## config.mk

```make
export PLATFORM = sky130hd
export DESIGN_NAME = group_reversal_reorder_flat
export DESIGN_NICKNAME = d
export VERILOG_FILES = /design/src/grr_pkg.sv /design/src/grr_ifs.sv /design/src/group_reversal_reorder.sv /design/src/grr_datapath.sv /design/src/grr_ctrl.sv /design/src/flat_wrapper.sv
export SDC_FILE = /design/constraint.sdc
export NUM_CORES = 2
export LEC_CHECK = 0
export ABC_CLOCK_PERIOD_IN_PS = 10200
export BUFFER_PORTS_ARGS = -buffer_cell sky130_fd_sc_hd__buf_2
export CAP_MARGIN = 20
export CORE_MARGIN = 4
export CORE_UTILIZATION = 47
export CTS_CLUSTER_SIZE = 12
export DETAILED_ROUTE_END_ITERATION = 10
export PLACE_DENSITY = 0.61
export RECOVER_POWER = 100
export SKIP_LAST_GASP = 1
export SLEW_MARGIN = 5
export SYNTH_ARGS = -nofsm -noshare
export SYNTH_HDL_FRONTEND = slang
export SYNTH_SLANG_ARGS = --single-unit
```

## constraint.sdc

```tcl
create_clock -name clk -period 10.2 [get_ports clk]
set_clock_uncertainty 0.15 [all_clocks]
set_input_delay 1.02 -clock clk [delete_from_list [all_inputs] [get_ports clk]]
set_output_delay 1.02 -clock clk [all_outputs]
set_load 0.005 [all_outputs]
```

## src/grr_pkg.sv

```systemverilog
// Shared types and constants for the group reversal reorder block.
// No dependencies; compile first.
package grr_pkg;

    localparam int MAX_GROUP_DEF = 64;
    localparam int VALUE_W       = 60;
    localparam int SIZE_W        = 7;

    typedef enum logic [1:0] {
        ST_FILL,
        ST_READ,
        ST_SHOW
    } grr_state_t;

    // controller -> datapath strobes; addresses travel beside it
    typedef struct packed {
        logic wr_en;
        logic rd_en;
    } grr_cmd_t;

endpackage

```

## src/grr_ifs.sv

```systemverilog
// Valid/ready channel interfaces for input items and result items.
// Depends on grr_pkg for payload widths.
interface grr_in_if;
    import grr_pkg::*;
    logic               valid;
    logic               ready;
    logic [VALUE_W-1:0] value;
    logic               final_element;

    modport source (output valid, output value, output final_element, input ready);
    modport sink   (input valid, input value, input final_element, output ready);
endinterface

interface grr_out_if;
    import grr_pkg::*;
    logic               valid;
    logic               ready;
    logic [VALUE_W-1:0] out_value;
    logic               run_end;
    logic               array_end;

    modport source (output valid, output out_value, output run_end, output array_end,
                    input ready);
    modport sink   (input valid, input out_value, input run_end, input array_end,
                    output ready);
endinterface

```

## src/group_reversal_reorder.sv

```systemverilog
// Group reversal reorder top level: buffers a group of values, then emits it reversed.
// After a group's closing beat, ST_READ fetches its first result and ST_SHOW presents it.
// Throughput: one input beat per cycle while filling; readout one beat per cycle
// while results.ready is high; the input stays closed until the group is fully read out.
// Reset (rst_n, async low) empties the group and sets group_size to 1.
// Depends on grr_pkg, grr_ifs, grr_ctrl and grr_datapath.
module group_reversal_reorder #(
    parameter int MAX_GROUP = grr_pkg::MAX_GROUP_DEF
) (
    input  logic                       clk,
    input  logic                       rst_n,
    input  logic                       cfg_we,
    input  logic [grr_pkg::SIZE_W-1:0] cfg_data,
    grr_in_if.sink                     items,
    grr_out_if.source                  results
);
    import grr_pkg::*;

    localparam int AW = (MAX_GROUP > 1) ? $clog2(MAX_GROUP) : 1;

    grr_cmd_t      cmd;
    logic [AW-1:0] wr_addr;
    logic [AW-1:0] rd_addr;

    grr_ctrl #(
        .MAX_GROUP (MAX_GROUP),
        .AW        (AW)
    ) u_ctrl (
        .clk       (clk),
        .rst_n     (rst_n),
        .cfg_we    (cfg_we),
        .cfg_data  (cfg_data),
        .in_valid  (items.valid),
        .in_final  (items.final_element),
        .in_ready  (items.ready),
        .out_valid (results.valid),
        .out_ready (results.ready),
        .run_end   (results.run_end),
        .array_end (results.array_end),
        .cmd       (cmd),
        .wr_addr   (wr_addr),
        .rd_addr   (rd_addr)
    );

    grr_datapath #(
        .MAX_GROUP (MAX_GROUP),
        .AW        (AW)
    ) u_datapath (
        .clk     (clk),
        .cmd     (cmd),
        .wr_addr (wr_addr),
        .rd_addr (rd_addr),
        .wr_data (items.value),
        .rd_data (results.out_value)
    );

endmodule

```

## src/grr_datapath.sv

```systemverilog
// Group store memory and registered read data.
// Depends on grr_pkg; driven by grr_ctrl.
module grr_datapath #(
    parameter int MAX_GROUP = grr_pkg::MAX_GROUP_DEF,
    parameter int AW        = (MAX_GROUP > 1) ? $clog2(MAX_GROUP) : 1
) (
    input  logic                       clk,
    input  grr_pkg::grr_cmd_t          cmd,
    input  logic [AW-1:0]              wr_addr,
    input  logic [AW-1:0]              rd_addr,
    input  logic [grr_pkg::VALUE_W-1:0] wr_data,
    output logic [grr_pkg::VALUE_W-1:0] rd_data
);
    import grr_pkg::*;

    logic [VALUE_W-1:0] mem [MAX_GROUP];
    logic [VALUE_W-1:0] q_reg;

    always_ff @(posedge clk)
    begin
        if (cmd.wr_en)
        begin
            mem[wr_addr] <= wr_data;
        end
    end

    // q_reg holds the shown beat until the next read is issued
    always_ff @(posedge clk)
    begin
        if (cmd.rd_en)
        begin
            q_reg <= mem[rd_addr];
        end
    end

    assign rd_data = q_reg;

endmodule

```

## src/grr_ctrl.sv

```systemverilog
// Controller: fill count, group size register, readout index and state machine.
// Depends on grr_pkg; commands grr_datapath.
module grr_ctrl #(
    parameter int MAX_GROUP = grr_pkg::MAX_GROUP_DEF,
    parameter int AW        = (MAX_GROUP > 1) ? $clog2(MAX_GROUP) : 1
) (
    input  logic                       clk,
    input  logic                       rst_n,
    input  logic                       cfg_we,
    input  logic [grr_pkg::SIZE_W-1:0] cfg_data,
    input  logic                       in_valid,
    input  logic                       in_final,
    output logic                       in_ready,
    output logic                       out_valid,
    input  logic                       out_ready,
    output logic                       run_end,
    output logic                       array_end,
    output grr_pkg::grr_cmd_t          cmd,
    output logic [AW-1:0]              wr_addr,
    output logic [AW-1:0]              rd_addr
);
    import grr_pkg::*;

    localparam int CW = $clog2(MAX_GROUP + 1);
    localparam int SW = (CW > SIZE_W) ? CW : SIZE_W;

    grr_state_t        state_reg, state_next;
    logic [CW-1:0]     fill_reg, fill_next;
    logic [AW-1:0]     idx_reg, idx_next;
    logic              last_reg, last_next;
    logic              run_end_reg, run_end_next;
    logic              array_end_reg, array_end_next;
    logic [SIZE_W-1:0] size_reg, size_next;

    logic [SW-1:0]     size_ext;
    logic [SW-1:0]     eff_size;
    logic [CW-1:0]     fill_plus;
    logic              accept;
    logic              group_done;

    always_comb
    begin
        size_ext = SW'(size_reg);
        if (size_ext == '0)
            eff_size = SW'(1);
        else if (size_ext > SW'(MAX_GROUP))
            eff_size = SW'(MAX_GROUP);
        else
            eff_size = size_ext;
    end

    // fill_reg stays below MAX_GROUP, so the increment cannot wrap
    assign fill_plus  = fill_reg + CW'(1);
    assign accept     = (state_reg == ST_FILL) && in_valid;
    assign group_done = (SW'(fill_plus) >= eff_size) || in_final;

    // next state
    always_comb
    begin
        state_next = state_reg;
        case (state_reg)
            ST_FILL:
            begin
                if (accept && group_done)
                    state_next = ST_READ;
            end
            ST_READ:
            begin
                state_next = ST_SHOW;
            end
            ST_SHOW:
            begin
                if (out_ready && (idx_reg == '0))
                    state_next = ST_FILL;
            end
            default:
            begin
                state_next = ST_FILL;
            end
        endcase
    end

    // outputs and datapath commands
    always_comb
    begin
        in_ready  = 1'b0;
        out_valid = 1'b0;
        cmd       = '0;
        wr_addr   = fill_reg[AW-1:0];
        rd_addr   = idx_reg;
        case (state_reg)
            ST_FILL:
            begin
                in_ready   = 1'b1;
                cmd.wr_en  = in_valid;
            end
            ST_READ:
            begin
                cmd.rd_en = 1'b1;
            end
            ST_SHOW:
            begin
                out_valid = 1'b1;
                // fetch the next beat while this one is taken
                if (out_ready && (idx_reg != '0))
                begin
                    cmd.rd_en = 1'b1;
                    rd_addr   = idx_reg - AW'(1);
                end
            end
            default:
            begin
                in_ready = 1'b0;
            end
        endcase
    end

    // counters and flags
    always_comb
    begin
        fill_next      = fill_reg;
        idx_next       = idx_reg;
        last_next      = last_reg;
        run_end_next   = run_end_reg;
        array_end_next = array_end_reg;
        size_next      = cfg_we ? cfg_data : size_reg;

        if (accept)
        begin
            if (group_done)
            begin
                fill_next = '0;
                idx_next  = fill_reg[AW-1:0];
                last_next = in_final;
            end
            else
            begin
                fill_next = fill_plus;
            end
        end

        if (cmd.rd_en)
        begin
            idx_next       = rd_addr;
            run_end_next   = (rd_addr == '0);
            array_end_next = (rd_addr == '0) && last_reg;
        end
    end

    always_ff @(posedge clk or negedge rst_n)
    begin
        if (!rst_n)
        begin
            state_reg     <= ST_FILL;
            fill_reg      <= '0;
            idx_reg       <= '0;
            last_reg      <= 1'b0;
            run_end_reg   <= 1'b0;
            array_end_reg <= 1'b0;
            size_reg      <= SIZE_W'(1);
        end
        else
        begin
            state_reg     <= state_next;
            fill_reg      <= fill_next;
            idx_reg       <= idx_next;
            last_reg      <= last_next;
            run_end_reg   <= run_end_next;
            array_end_reg <= array_end_next;
            size_reg      <= size_next;
        end
    end

    assign run_end   = run_end_reg;
    assign array_end = array_end_reg;

    a_no_overlap: assert property (@(posedge clk) disable iff (!rst_n)
        !(in_ready && out_valid))
        else $error("input and output open in the same cycle");

    a_fill_bound: assert property (@(posedge clk) disable iff (!rst_n)
        fill_reg < CW'(MAX_GROUP))
        else $error("fill count reached group store depth");

    a_array_end_flag: assert property (@(posedge clk) disable iff (!rst_n)
        out_valid && array_end |-> run_end)
        else $error("array end without run end");

    a_run_end_release: assert property (@(posedge clk) disable iff (!rst_n)
        out_valid && out_ready && run_end |=> in_ready && !out_valid)
        else $error("controller did not return to fill after run end");

    a_drain_continues: assert property (@(posedge clk) disable iff (!rst_n)
        out_valid && out_ready && !run_end |=> out_valid)
        else $error("readout stopped inside a group");

endmodule

```

## src/flat_wrapper.sv

```systemverilog
// flat-port wrapper written by rule: the top's interface ports become plain ports
module group_reversal_reorder_flat import grr_pkg::*;
#(
    parameter int MAX_GROUP = grr_pkg::MAX_GROUP_DEF
)
  (clk, rst_n, cfg_we, cfg_data, items_valid, items_value, items_final_element, items_ready, results_valid, results_out_value, results_run_end, results_array_end, results_ready);
  grr_in_if items_i ();
  grr_out_if results_i ();
  input  logic clk;
  input  logic rst_n;
  input  logic cfg_we;
  input  logic [grr_pkg::SIZE_W-1:0] cfg_data;
  input wire logic [$bits(items_i.valid)-1:0] items_valid;
  input wire logic [$bits(items_i.value)-1:0] items_value;
  input wire logic [$bits(items_i.final_element)-1:0] items_final_element;
  output wire logic [$bits(items_i.ready)-1:0] items_ready;
  output wire logic [$bits(results_i.valid)-1:0] results_valid;
  output wire logic [$bits(results_i.out_value)-1:0] results_out_value;
  output wire logic [$bits(results_i.run_end)-1:0] results_run_end;
  output wire logic [$bits(results_i.array_end)-1:0] results_array_end;
  input wire logic [$bits(results_i.ready)-1:0] results_ready;
  assign items_i.valid = items_valid;
  assign items_i.value = items_value;
  assign items_i.final_element = items_final_element;
  assign items_ready = items_i.ready;
  assign results_valid = results_i.valid;
  assign results_out_value = results_i.out_value;
  assign results_run_end = results_i.run_end;
  assign results_array_end = results_i.array_end;
  assign results_i.ready = results_ready;
  group_reversal_reorder #(.MAX_GROUP(MAX_GROUP)) u_core (.clk(clk), .rst_n(rst_n), .cfg_we(cfg_we), .cfg_data(cfg_data), .items(items_i), .results(results_i));
endmodule
```

==> flow_summary.json <==
{
  "irDropWorstVdd_mv": 0.388,
  "multi_input_area_um2": 32000,
  "routabilityCongestion": 0.835,
  "sequentialPowerShare_pct": 38.3,
  "setup_viol": 0,
  "fin_crit_ns": 8.29,
  "critPathMaxFanout": 32,
  "crit_type": "flip-flop to flip-flop",
  "clockRootBuffer": "clkbuf_16",
  "cts_tree": "done",
  "start_util_pct": 47.3,
  "layout-drive-gt1-share_pct": 7.10,
  "wl_um": 493000,
  "top_register": "u_core.u_datapath.mem",
  "ys.flop_type": "edfxtp_1",
  "grt_max_degree": 153,
  "violations": "capacitance limit, slew limit",
  "syn_nets": 10300,
  "r2r_start": "u_core.u_ctrl.state_reg[0]",
  "arrival_ns": 8.60,
  "die-area_um2": 333000,
  "r2r_cells": 7,
  "h-tree-depth": 5,
  "layout.nets": 10500,
  "r2r_slack_ns": 1.91,
  "synth_fa_ha_area_share_pct": 0.107,
  "synth_xor_area_share_pct": 0.0460,
  "max_freq_mhz": 121,
  "synth_compound_area_share_pct": 5.08,
  "design.core.area_um2": 322000,
  "cts_setup_buffers": 0,
  "yosysSeqAreaShare_pct": 77.3,
  "synthTopCellsByCount": "3,900 x edfxtp_1, 2,483 x nand2_1, 1,127 x nand3_1",
  "placedCellCount": 14300,
  "route.vias.total": 95000,
  "dp.final_hpwl_um": 252000,
  "cp-start-kind": "flip-flop",
  "status": "finished with violations",
  "ys.warnings.count": 0,
  "synth-edff-count": 3900,
  "power_mw": 48.4,
  "drtIter0Drc": 14800,
  "io_pins": 137,
  "cts.sinks": 3925,
  "synth_seq_cells": 3925,
  "num_rows": 208,
  "hold_class": "primary input to flip-flop",
  "worst_slew_pin_slew_ns": 6.87,
  "port_buffers": 136,
  "syn_area_um2": 152000,
  "cts_max_path_buffers": 4,
  "leakagePower_nw": 55.6,
  "slew_viol_final": 7203,
  "grt_overflow_total": 0,
  "hold_path_depth": 2,
  "die_y_um": 577,
  "area.growth.synth_to_final_pct": 11.1,
  "ant_nets": 0,
  "seqCellArea_um2": 118000,
  "postCtsHoldBufs": 1,
  "p_per_area_nw_per_um2": 286,
  "p_comb_share_pct": 33.9,
  "vias_per_cell": 6.34,
  "synth_simple_gate_area_share_pct": 11.1,
  "numCtsBuffers": 398,
  "holdCritStartpoint": "cfg_data[5]",
  "synth.area.top_cells": "edfxtp_1 77%, nand2_1 6.1%, nand3_1 3.7%",
  "crit_start": "u_core.u_ctrl.state_reg[0]",
  "grt_first_pass_wirelength_um": 684000,
  "synth_top_family_by_area": "simple AND/OR/NAND/NOR gates",
  "synth_cell_type_count": 68,
  "yosysTopAreaCell": "edfxtp_1",
  "cp.required_ns": 10.51,
  "fillerInstances": 26100,
  "rsz0062_at_grt": "no",
  "async_reset_ff_share_pct": 0.637,
  "slew_headroom_pct": -358,
  "clkTransAtPathRegs_ns": 0.06,
  "ctsResizeCount": 0,
  "synthCells": 10300,
  "fin_cells": 15000,
  "largest_reg_flops": 3840,
  "timing.final.crit_share_pct": 81.3,
  "antenna_found_initial": 42,
  "cap_violations": 196,
  "wl_per_cell_um": 32.9,
  "grt_usage_pct": 28.8,
  "yosys.cell_count.top_type": "edfxtp_1",
  "endpoint_kind": "flip-flop",
  "clkPwrFrac_pct": 27.8,
  "hold_viol": 0,
  "internal-power_mw": 30.5,
  "power_switching_mw": 17.9,
  "grt_pass1_vias": 89200,
  "syn_avg_cell_area_um2": 14.9,
  "synthMuxAreaShare_pct": 4.45,
  "dieWidth_um": 577,
  "dr.pass1.iters": 8,
  "clk_latency_ns": 0.96,
  "fin_setup_tns_ns": 0,
  "swShare_pct": 37.0,
  "drc": 0,
  "yosysTopAreaCellShare_pct": 76.9
}
worst max-delay path, cell delays in order, from the launching register on:
cell and delay (ns):
dfrtp_1 0.40, inv_1 0.09, ha_1 0.39, and2_0 0.40
nand2b_1 0.54, nor2_4 0.23, clkbuf_1 2.66, clkbuf_1 2.79
metal layers:
metal / up-vias / GRT usage, % / part of all wire (%)
met5: - / 0 / 0.018
met4: 14 / 10.5 / 3.8
met3: 1013 / 6.11 / 12
met2: 6276 / 43.6 / 45
met1: 48500 / 41.4 / 39
li1: 39200 / - / -
cell type report:
cell class	count	area share (%)
Tap cell	4305	3.18
Timing Repair Buffer	400	1.37
Antenna cell	25	0.0370
Sequential cell	3925	69.6
Clock buffer	511	6.16
Inverter	7	0.0163
Multi-Input combinational cell	5662	18.9
Clock inverter	148	0.748
final timing paths:
check,endpoint
max reg2reg,u_core.u_datapath.mem[31][40]
min,u_core.u_ctrl.size_ext[5]
min reg2reg,u_core.u_ctrl.last_reg
min in group asynchronous,u_core.u_ctrl.fill_reg[1]
max in group asynchronous,u_core.u_ctrl.idx_reg[1]
max,u_core.u_datapath.mem[31][40]
cell usage in the layout (no fill, tap or decap), types with 7 or more instances in the layout:
cell,n
buf_2,16
dfrtp_1,24
clkbuf_16,399
nor2_1,56
and3_1,137
bufinv_16,7
a31oi_1,158
o22ai_1,135
a22oi_1,50
nor4_1,48
mux4_2,83
ha_1,13
mux2i_1,482
clkinv_2,34
mux2_2,7
diode_2,25
a21oi_1,340
edfxtp_1,3900
a22o_1,11
o21ai_0,21
buf_12,27
a221oi_1,87
o41ai_1,32
clkbuf_1,377
buf_4,84
nand3_1,1127
a32oi_1,108
clkinv_16,11
a211oi_1,68
clkinv_1,78
nand2_1,2478
a32o_1,54
nor2_4,28
a211o_1,32
nand4_1,16
metrics by stage:
| step | util [%] | instance area [um^2] | setup slack, ns | hold WS [ns] |
|---|---|---|---|---|
| floorplan | - | 152000 | 5.41 | 0.316 |
| global placement | 49.1 | 158000 | 4.28 | 0.347 |
| detailed placement | 49.2 | 158000 | 4.21 | 0.347 |
| CTS | 52.8 | 170000 | 4.19 | 0.0931 |
| global route | 52.6 | 169000 | 2.01 | 0.114 |
| finish | 52.6 | 169000 | 1.91 | 0.161 |
cells by family after synthesis:
| kind of cell | after synthesis |
|---|---|
| AOI/OAI and AO/OA | 1129 |
| xor gates and xnor gates | 8 |
| adders and majority gates | 13 |
| buffers and inverters | 665 |
| DFF | 3925 |
| muxes | 572 |
| and+or+nand+nor | 3940 |
power by group through the flow:
stage | Clock [mW] | Sequential [mW] | Combinational (mW)
final | 13.4 | 18.5 | 16.4
after global routing | 14.2 | 18.6 | 17.4
after CTS | 13.6 | 18.5 | 16.2
after detailed placement | 0 | 18.8 | 16.2
after global placement | 0 | 18.8 | 16.0
after floorplan | 0 | 18.6 | 10.5
No activity file was read; power rests on OpenSTA's default activity.
